--- src/design/rls2_pkg.sv ---
package rls2_pkg;

  localparam int FRAC_BITS_DEF = 16;

  localparam logic [16:0] FF_RESET   = 17'd65470;
  localparam logic [30:0] ICOV_RESET = 31'd65536000;

  localparam logic [1:0] CFG_FORGET = 2'd0;
  localparam logic [1:0] CFG_ICOV   = 2'd1;

  localparam logic CMD_UPDATE = 1'b0;
  localparam logic CMD_REINIT = 1'b1;

  localparam logic [1:0] ST_OK   = 2'd0;
  localparam logic [1:0] ST_SKIP = 2'd1;
  localparam logic [1:0] ST_SAT  = 2'd2;

  // datapath register codes
  localparam logic [4:0] REG_NONE = 5'd0;
  localparam logic [4:0] REG_P0   = 5'd1;
  localparam logic [4:0] REG_P1   = 5'd2;
  localparam logic [4:0] REG_P2   = 5'd3;
  localparam logic [4:0] REG_P3   = 5'd4;
  localparam logic [4:0] REG_TH0  = 5'd5;
  localparam logic [4:0] REG_TH1  = 5'd6;
  localparam logic [4:0] REG_PH0  = 5'd7;
  localparam logic [4:0] REG_PH1  = 5'd8;
  localparam logic [4:0] REG_EPS  = 5'd9;
  localparam logic [4:0] REG_PP0  = 5'd10;
  localparam logic [4:0] REG_PP1  = 5'd11;
  localparam logic [4:0] REG_K0   = 5'd12;
  localparam logic [4:0] REG_K1   = 5'd13;
  localparam logic [4:0] REG_T0   = 5'd14;
  localparam logic [4:0] REG_T1   = 5'd15;
  localparam logic [4:0] REG_T2   = 5'd16;
  localparam logic [4:0] REG_T3   = 5'd17;
  localparam logic [4:0] REG_R0   = 5'd18;
  localparam logic [4:0] REG_R1   = 5'd19;
  localparam logic [4:0] REG_R2   = 5'd20;
  localparam logic [4:0] REG_R3   = 5'd21;
  localparam logic [4:0] REG_DEN  = 5'd22;

  // accumulator start value
  localparam logic [2:0] ADD_ACC  = 3'd0;
  localparam logic [2:0] ADD_ZERO = 3'd1;
  localparam logic [2:0] ADD_Y    = 3'd2;
  localparam logic [2:0] ADD_LAM  = 3'd3;
  localparam logic [2:0] ADD_ONE  = 3'd4;
  localparam logic [2:0] ADD_TH0  = 3'd5;
  localparam logic [2:0] ADD_TH1  = 3'd6;

  localparam logic [2:0] UOP_NOP   = 3'd0;
  localparam logic [2:0] UOP_MUL   = 3'd1;
  localparam logic [2:0] UOP_DIV   = 3'd2;
  localparam logic [2:0] UOP_CHECK = 3'd3;
  localparam logic [2:0] UOP_END   = 3'd4;

  localparam int STEP_W = 5;

  typedef struct packed {
    logic              cmd;
    logic signed [31:0] regressor_a;
    logic signed [31:0] regressor_b;
    logic signed [31:0] measured_output;
  } in_t;

  typedef struct packed {
    logic signed [31:0] estimate_a;
    logic signed [31:0] estimate_b;
    logic signed [31:0] prediction_error;
    logic [1:0]         status;
  } out_t;

  typedef struct packed {
    logic [2:0] kind;
    logic [4:0] a_sel;
    logic [4:0] b_sel;
    logic [2:0] add_sel;
    logic       neg;
    logic [4:0] dst;
    logic       den_lam;
  } uop_t;

  typedef struct packed {
    logic       capture;
    logic       reinit;
    logic       issue;
    logic [4:0] a_sel;
    logic [4:0] b_sel;
    logic [2:0] add_sel;
    logic       neg;
    logic [4:0] dst;
    logic       div_start;
    logic       den_lam;
    logic       finish;
    logic       skip;
  } ctl_t;

  typedef struct packed {
    logic den_pos;
    logic div_done;
  } st_t;

  function automatic uop_t mk_mul(input logic [4:0] a, input logic [4:0] b,
                                  input logic [2:0] add, input logic neg,
                                  input logic [4:0] dst);
    uop_t u;
    u = '{kind: UOP_MUL, a_sel: a, b_sel: b, add_sel: add, neg: neg, dst: dst,
          den_lam: 1'b0};
    return u;
  endfunction

  function automatic uop_t mk_div(input logic [4:0] num, input logic lam,
                                  input logic [4:0] dst);
    uop_t u;
    u = '{kind: UOP_DIV, a_sel: num, b_sel: REG_NONE, add_sel: ADD_ZERO, neg: 1'b0,
          dst: dst, den_lam: lam};
    return u;
  endfunction

  function automatic uop_t mk_ctl(input logic [2:0] kind);
    uop_t u;
    u = '{kind: kind, a_sel: REG_NONE, b_sel: REG_NONE, add_sel: ADD_ZERO,
          neg: 1'b0, dst: REG_NONE, den_lam: 1'b0};
    return u;
  endfunction

  // update sequence; a product is registered, then summed into the accumulator
  function automatic uop_t step_rom(input logic [STEP_W-1:0] s);
    uop_t u;
    case (s)
      5'd0:  u = mk_mul(REG_PH0, REG_TH0, ADD_Y,    1'b1, REG_NONE);
      5'd1:  u = mk_mul(REG_PH1, REG_TH1, ADD_ACC,  1'b1, REG_EPS);
      5'd2:  u = mk_mul(REG_P0,  REG_PH0, ADD_ZERO, 1'b0, REG_NONE);
      5'd3:  u = mk_mul(REG_P1,  REG_PH1, ADD_ACC,  1'b0, REG_PP0);
      5'd4:  u = mk_mul(REG_P2,  REG_PH0, ADD_ZERO, 1'b0, REG_NONE);
      5'd5:  u = mk_mul(REG_P3,  REG_PH1, ADD_ACC,  1'b0, REG_PP1);
      5'd6:  u = mk_mul(REG_PH0, REG_PP0, ADD_LAM,  1'b0, REG_NONE);
      5'd7:  u = mk_mul(REG_PH1, REG_PP1, ADD_ACC,  1'b0, REG_DEN);
      5'd8:  u = mk_ctl(UOP_NOP);
      5'd9:  u = mk_ctl(UOP_CHECK);
      5'd10: u = mk_div(REG_PP0, 1'b0, REG_K0);
      5'd11: u = mk_div(REG_PP1, 1'b0, REG_K1);
      5'd12: u = mk_mul(REG_K0,  REG_EPS, ADD_TH0,  1'b0, REG_TH0);
      5'd13: u = mk_mul(REG_K1,  REG_EPS, ADD_TH1,  1'b0, REG_TH1);
      5'd14: u = mk_mul(REG_K0,  REG_PH0, ADD_ONE,  1'b1, REG_T0);
      5'd15: u = mk_mul(REG_K0,  REG_PH1, ADD_ZERO, 1'b1, REG_T1);
      5'd16: u = mk_mul(REG_K1,  REG_PH0, ADD_ZERO, 1'b1, REG_T2);
      5'd17: u = mk_mul(REG_K1,  REG_PH1, ADD_ONE,  1'b1, REG_T3);
      5'd18: u = mk_mul(REG_T0,  REG_P0,  ADD_ZERO, 1'b0, REG_NONE);
      5'd19: u = mk_mul(REG_T1,  REG_P2,  ADD_ACC,  1'b0, REG_R0);
      5'd20: u = mk_mul(REG_T0,  REG_P1,  ADD_ZERO, 1'b0, REG_NONE);
      5'd21: u = mk_mul(REG_T1,  REG_P3,  ADD_ACC,  1'b0, REG_R1);
      5'd22: u = mk_mul(REG_T2,  REG_P0,  ADD_ZERO, 1'b0, REG_NONE);
      5'd23: u = mk_mul(REG_T3,  REG_P2,  ADD_ACC,  1'b0, REG_R2);
      5'd24: u = mk_mul(REG_T2,  REG_P1,  ADD_ZERO, 1'b0, REG_NONE);
      5'd25: u = mk_mul(REG_T3,  REG_P3,  ADD_ACC,  1'b0, REG_R3);
      5'd26: u = mk_div(REG_R0, 1'b1, REG_P0);
      5'd27: u = mk_div(REG_R1, 1'b1, REG_P1);
      5'd28: u = mk_div(REG_R2, 1'b1, REG_P2);
      5'd29: u = mk_div(REG_R3, 1'b1, REG_P3);
      default: u = mk_ctl(UOP_END);
    endcase
    return u;
  endfunction

  function automatic logic ovf32(input logic signed [63:0] v);
    return (v > 64'sd2147483647) || (v < -64'sd2147483648);
  endfunction

  function automatic logic signed [31:0] sat32(input logic signed [63:0] v);
    logic signed [31:0] r;
    if (v > 64'sd2147483647) r = 32'sh7fffffff;
    else if (v < -64'sd2147483648) r = 32'sh80000000;
    else r = v[31:0];
    return r;
  endfunction

endpackage

--- src/design/rls2_ctrl.sv ---
module rls2_ctrl (
  input  logic           clk,
  input  logic           rst,
  input  logic           in_valid,
  input  logic           in_cmd,
  output logic           in_stall,
  output logic           out_valid,
  input  logic           out_stall,
  input  rls2_pkg::st_t  stat,
  output rls2_pkg::ctl_t ctl
);
  import rls2_pkg::*;

  localparam logic [1:0] S_IDLE = 2'd0;
  localparam logic [1:0] S_RUN  = 2'd1;
  localparam logic [1:0] S_DIV  = 2'd2;
  localparam logic [1:0] S_OUT  = 2'd3;

  logic [1:0]        state, state_next;
  logic [STEP_W-1:0] step, step_next;
  uop_t              uop;
  logic              accept;

  assign uop      = step_rom(step);
  assign in_stall = state != S_IDLE;
  assign out_valid = state == S_OUT;
  assign accept   = in_valid && !in_stall;

  always_comb begin
    state_next = state;
    step_next  = step;
    ctl = '{capture: 1'b0, reinit: 1'b0, issue: 1'b0, a_sel: uop.a_sel,
            b_sel: uop.b_sel, add_sel: uop.add_sel, neg: uop.neg, dst: uop.dst,
            div_start: 1'b0, den_lam: uop.den_lam, finish: 1'b0, skip: 1'b0};
    case (state)
      S_IDLE: begin
        if (accept) begin
          if (in_cmd == CMD_REINIT) begin
            ctl.reinit = 1'b1;
            state_next = S_OUT;
          end else begin
            ctl.capture = 1'b1;
            step_next   = '0;
            state_next  = S_RUN;
          end
        end
      end
      S_RUN: begin
        case (uop.kind)
          UOP_MUL: begin
            ctl.issue = 1'b1;
            step_next = step + 1'b1;
          end
          UOP_DIV: begin
            ctl.div_start = 1'b1;
            state_next    = S_DIV;
          end
          UOP_CHECK: begin
            if (!stat.den_pos) begin
              ctl.finish = 1'b1;
              ctl.skip   = 1'b1;
              state_next = S_OUT;
            end else begin
              step_next = step + 1'b1;
            end
          end
          UOP_END: begin
            ctl.finish = 1'b1;
            state_next = S_OUT;
          end
          default: step_next = step + 1'b1;
        endcase
      end
      S_DIV: begin
        if (stat.div_done) begin
          step_next  = step + 1'b1;
          state_next = S_RUN;
        end
      end
      S_OUT: begin
        if (!out_stall) state_next = S_IDLE;
      end
      default: state_next = S_IDLE;
    endcase
  end

  always_ff @(posedge clk) begin
    if (rst) begin
      state <= S_IDLE;
      step  <= '0;
    end else begin
      state <= state_next;
      step  <= step_next;
    end
  end

endmodule

--- config.mk ---
export PLATFORM = sky130hd
export DESIGN_NAME = rls2_ctrl
export DESIGN_NICKNAME = d
export VERILOG_FILES = /design/src/design/rls2_pkg.sv /design/src/design/rls2_ctrl.sv
export SDC_FILE = /design/constraint.sdc
export NUM_CORES = 1
export LEC_CHECK = 0
export ABC_AREA = 1
export BUFFER_PORTS_ARGS = -buffer_cell sky130_fd_sc_hd__buf_2
export CAP_MARGIN = 20
export CORE_MARGIN = 1.5
export CORE_UTILIZATION = 61
export CTS_BUF_LIST = sky130_fd_sc_hd__clkbuf_8 sky130_fd_sc_hd__clkbuf_16
export CTS_CLUSTER_DIAMETER = 120
export DETAILED_ROUTE_END_ITERATION = 10
export PLACE_DENSITY = 0.83
export SYNTH_ARGS = -nofsm -noshare
export SYNTH_HDL_FRONTEND = slang
export SYNTH_SLANG_ARGS = --single-unit
--- constraint.sdc ---
create_clock -name clk -period 4.7 [get_ports clk]
set_input_delay 0 -clock clk [delete_from_list [all_inputs] [get_ports clk]]
set_output_delay 0 -clock clk [all_outputs]
set_load 0.005 [all_outputs]
---- After elaboration in Yosys (flattened, before gate mapping) ----
Memory sizes are Yosys's and may differ from the RTL's. A register that Yosys moved wholly into a read port is not among the register bits.
Cells that the tools add are included.
W data, S select, Z words.
cells by class
  add/subtract/negate cells ............... 1
  equality and inequality tests ........... 15
  multiplexer cells ....................... 27
  reductions and logical operators ........ 8
operators by type and width
  kind                   count
  $mux W5                6
  $mux W2                9
  $pmux W5 S3            1
  $ne A2 B2 Y1 const B   5
  $pmux W5 S2            1
  $pmux W2 S4            1
  $mux W1                7
  $eq A3 B2 Y1 const B   2
  $ne A3 B3 Y1 const B   2
  $pmux W2 S3            1
  $reduce_and A6 Y1      1
  $add A5 B1 Y5 const B  1
  $reduce_and A5 Y1      1
  $eq A2 B2 Y1 const B   2
  $ne A4 B3 Y1 const B   1
  $eq A3 B1 Y1 const B   1
  $eq A3 B3 Y1 const B   1
  $reduce_bool A3 Y1     1
  $eq A2 B1 Y1 const B   1
  $logic_not A2 Y1       1
  $pmux W1 S2            1
  $reduce_bool A2 Y1     1
  $reduce_or A2 Y1       1
  $logic_and A1 B1 Y1    1
  $logic_not A1 Y1       1
word-level totals
  register bits after elaboration ......... 7
  memory bits (read-only) ................. 704
  bits of input ports ..................... 7
  output and inout port bits .............. 28
  logic and storage cells ................. 54
  memories kept ........................... 1
memory list
  name              words  width  rd ports  clocked after Yosys merged registers in  wr ports  RTL line         text
  (name not given)  32     22     1         1                                        0         rls2_pkg.sv:131  case (s)

---- Logic depth before layout (Yosys ltp) ----
  word-level depth ........................ 7
  depth in mapped cells ................... 17
  depth with buffers taken out ............ 17

---- Least setup slack after synthesis ----
No wires, ideal clock.
  path type ............................... register to register
  from .................................... register state[0]
  to ...................................... register, netlist name uop[15]
  library setup time ...................... 58 ps
  arrival time ............................ 2399 ps
  required time ........................... 4642 ps
  slack ................................... 2243 ps
  cell stages (with the launch flop) ...... 17
  path buffers ............................ 0
  period minus slack after synthesis ...... 2457 ps
  path through ............................ dfxtp_1 > inv_1 > ha_1 > nand2_1 > nand3_1 > nor2_4 > nand3_4 > o21ai_0 > nand2_1 > inv_1 > ha_1 > nand2_1 > nand2_1 > nand2_1 > nand2_1 > nand2_1 > nand2_1
on the way
  cells in the longest elaborated chain, start to end .. 7
  elaborated cells between the ends (all ways) .. 16
  those cells by class .................... eq/ne: 7; mux: 3; reduce/logical: 6
ends and longest elaborated chain
  item                                RTL line         text
  from (decl)                         rls2_ctrl.sv:19  logic [1:0] state, state_next;
  from (signal assigned)              rls2_ctrl.sv:92  state <= state_next;
  $reduce_bool A2 Y1                  rls2_ctrl.sv:25  assign in_stall = state != S_IDLE;
  $logic_not A1 Y1                    rls2_ctrl.sv:27  assign accept = in_valid && !in_stall;
  $logic_and A1 B1 Y1                 rls2_ctrl.sv:27
  $ne A2 B2 Y1 (no line)              -
  $reduce_and A6 Y1 (no line)         -
  $mux W5 (no line) (*) (2 in a row)  -
Every way passes the cells marked *; elsewhere a longest branch is shown, timed or not.
A chain may end at the register's enable or synchronous reset.

---- Final worst setup path ----
  from .................................... register state[0]
  to ...................................... register, netlist name uop[15]
on the way
  cells in the longest elaborated chain, start to end .. 7
  elaborated cells between the ends (all ways) .. 16
  those cells by class .................... eq/ne: 7; mux: 3; reduce/logical: 6
ends and longest elaborated chain
  item                                RTL line
  $reduce_bool A2 Y1                  rls2_ctrl.sv:25
  $logic_not A1 Y1                    rls2_ctrl.sv:27
  $logic_and A1 B1 Y1                 rls2_ctrl.sv:27
  $ne A2 B2 Y1 (no line)              -
  $reduce_and A6 Y1 (no line)         -
  $mux W5 (no line) (*) (2 in a row)  -
Marks and branches as above.

==> metrics.md <==
| Metric | Value |
|---|---|
| Post-Route Skew | `approximately 0.0055 ns` |
| Drt first pass iters | `5` |
| HPWL after DPL | `3162 um` |
| Top-count cell post-synth | `nand2_1` |
| Final Cycle Share | `0.6690` |
| Req. time, crit path | `4.92 ns` |
| Peak VDD IR | `367.3 uV` |
| Tmin final | `3.144 ns` |
| Routability cong. | `0.9336` |
| Slew of the pin with the lowest slew margin | `0.8061 ns` |
| Antenna violations before repair | `0` |
| Largest net degree at the start of global routing | `30` |
| Area fraction of the dominant cell type after synthesis | `0.2685` |
| Setup violations, final | `0` |
| # port buffers | `33` |
| Post-synth cell types | `29` |
| Max FO, Critical Path | `8` |
| Number of global-route vias before repair | `1774` |
| Core Util, Final | `0.6812` |
| Syn Inst Count | `approximately 310` |
| Critical Path Source Type | `register` |
| Cell Rows | `21` |
| Number of I/O pins | `35` |
| Synth Cell Area | `between 0.002 and 0.0025 sq mm` |
| R2R Path End | `uop[15]` |
| TritonCTS buffer count | `5` |
| Synth Register Bits | `29` |
| Area of the multi-input gates | `0.001216 sq mm` |
| Final global-route overflow total | `0` |
| Layout cell share with drive strength beyond 1 | `0.1883` |
| Worst-Skew Late Latency | `0.28 ns` |
| Synth top area cells | `dfxtp_1 27%, nand2_1 17%, ha_1 10%` |
| Fill cells | `304` |
| Htree depth | `2` |
| R2R cell count | `16` |
| Sink Count | `29` |
| RSZ-0062 raised after global routing | `false` |
| Status | `completed` |
| Starting DRT DRC Count | `151` |
| Place WS | `1.722 ns` |
| CP cell instances | `inv_1 -> ha_1 -> nand2_1 -> nand3_1 -> nor2_4 -> nand3_4 -> o21ai_0 -> nand2_1 -> inv_1 -> ha_1 -> nand2_1 -> nand2_1 -> nand2_1 -> nand2_1 -> nand2_1 -> nand2_1` |
| Die H | `62.54 um` |
| Synthesis Warnings | `0` |
| Hold Path End | `state[1]` |
| Vias per inst | `5.305` |
| Synth cell count leaders | `98 x nand2_1, 34 x nand3_1, 32 x inv_1, 29 x dfxtp_1, 23 x buf_4` |
| LEAKAGE | `1.262 nW` |
| Antenna diodes | `0` |
| Total power | `about 0.0015 W` |
| Die W | `62.54 um` |
| Root Driver | `clkbuf_8` |
| Seq/Total Area, Yosys | `0.2685` |
| Worst reg2reg startpoint | `state[0]` |
| Final Slew Violations | `0` |
| Slew headroom | `0.4611` |
| CP arrival | `between 3 and 4 ns` |
| Gr usage total | `0.2449` |
| Initial Utilization | `0.6429` |
| CP dominant cell by count | `nand2_1` |
| Setup WS post-layout | `1.556 ns` |
| DR vias | `1963` |
| Worst setup path startpoint | `state[0]` |
| Asr flop ratio synth | `0` |
| First-pass GRT wire length | `between 7000 and 8000 um` |
| Avg Synthesized Cell Area | `approximately 6.9 sq um` |
| Floorplan core area | `about 0.0034 sq mm` |
| Crit-path max cell delay | `0.41 ns` |
| Final Routed Wirelength | `4497 um` |
| Final setup TNS | `0 ns` |
| EDFF count, synth | `0` |
| Register area | `580.6 sq um` |
| Max-Cap Viols | `0` |
| Clk slew on worst S/H paths | `0.06 ns` |
| R2R Setup Slk | `1.56 ns` |
| Final number of hold-violating endpoints | `0` |
| Fmax | `318.0 MHz` |
| CTS tree | `done` |
| Drt drc | `0` |
| Top cell type by total area after synthesis | `dfxtp_1` |
| Top FF cell, synth | `dfxtp_1` |
| CP Capture Type | `register` |
| Largest buffer count on any clock path | `2` |
| Post-CTS Setup Bufs | `0` |
| P per Cell Area | `675.9 mW/mm^2` |
| Die area | `0.003911 sq mm` |
| Area growth syn-to-layout | `5.961%` |
| Wirelength per Cell | `12.15 um` |
| Hold slack final | `about 0.11 ns` |
| Worst path bufs/invs | `2` |
| Hold WC Path Type | `input port to register` |
| HP Start | `in_cmd` |
| Crit path kind | `register to register` |
| Hold-critical path depth | `4` |
| Final ANT Viol Nets | `0` |
| Worst path top cell family by delay | `simple AND/OR/NAND/NOR gates` |
| Slowest cell on the critical path | `dfxtp_1` |
| Post-Syn Nets | `337` |
| Nets@finish | `348` |
-- cell type report --
| type | instances | share of cell area |
|---|---|---|
| multi-input combinational | 219 | 0.5309 |
| sequential | 29 | 0.2534 |
| timing repair buffer | 34 | 0.07646 |
| inverter | 34 | 0.05571 |
| clock buffer | 5 | 0.03004 |
| clock inverter | 3 | 0.02840 |
| tap | 46 | 0.02512 |
-- power breakdown --
part	internal (W)	switching [W]	leakage, nW	total, W
Combinational	0.000285	0.000581	0.955	0.000865
Sequential	0.000337	0.0000406	0.239	0.000378
Clock	0.000210	0.0000949	0.0681	0.000305
-- cell families (layout without fill, tap and decap cells) --
group                      count (synthesis)  after routing  share of synthesized area
AOI/OAI and AO/OA                         26             26                    0.06771
adders and majority gates                 18             18                     0.1042
DFF                                       29             29                     0.2685
other                                      1              1                   0.001734
buffers and inverters                     64             76                     0.1690
and+or+nand+nor                          174            174                     0.3889
-- metrics by stage --
stage,cell area [sq um],cells
floorplan,2162,312
global placement,2147,361
detailed placement,2147,361
CTS,2291,370
global route,2291,370
finish,2291,370
-- worst max path at each step --
| stage | end | slack (ns) | cells past startpoint |
|---|---|---|---|
| CTS | uop[15] | 1.61 | 16 |
| detailed placement | uop[15] | 1.72 | 16 |
| floorplan | uop[15] | 2.24 | 16 |
| global route | uop[15] | 1.23 | 16 |
| finish | uop[15] | 1.56 | 16 |
| global placement | uop[15] | 1.79 | 15 |
-- metal layers --
metal | vias to the layer above | track usage | wire length, um
met2 | 87 | 0.3844 | 1995
met3 | 12 | 0.05045 | 364
met4 | 0 | 0.08333 | 86
li1 | 1007 | - | -
met5 | - | 0 | 0
met1 | 857 | 0.3352 | 2051
-- placed cells by master (no fill, tap or decap), drive strengths merged --
cell type,Yosys,layout
nand2,103,103
nand3,40,40
inv,34,34
buf,29,33
dfxtp,29,29
ha,18,18
nor2,14,14
o21ai,12,12
nand4,10,10
a21oi,10,10
clkbuf,1,5
nor3,4,4
o211ai,2,2
bufinv,0,2
nor4,2,2
o22ai,1,1
nand3b,1,1
o21a,1,1
conb,1,1
clkinv,0,1
dlygate4sd3,0,1
-- state kept, by name (all words and copies together) (netlist names) --
signal and count:
state 2, step 5, uop 22
-- worst register-to-register path, cell delays in order (launching register included) --
cell and delay [ns]:
dfxtp_1 0.41, inv_1 0.11, ha_1 0.25, nand2_1 0.11, nand3_1 0.13, nor2_4 0.20
nand3_4 0.15, o21ai_0 0.28, nand2_1 0.28, inv_1 0.32, ha_1 0.31, nand2_1 0.14
nand2_1 0.12, nand2_1 0.05, nand2_1 0.07, nand2_1 0.05, nand2_1 0.10
-- repair_timing --
item                                   in CTS  in global routing
hold buffers                                1                  0
endpoints found under the hold margin       2                  0
gates resized for setup                     0                  0
Note: power is estimated with default switching activity, not from simulation.
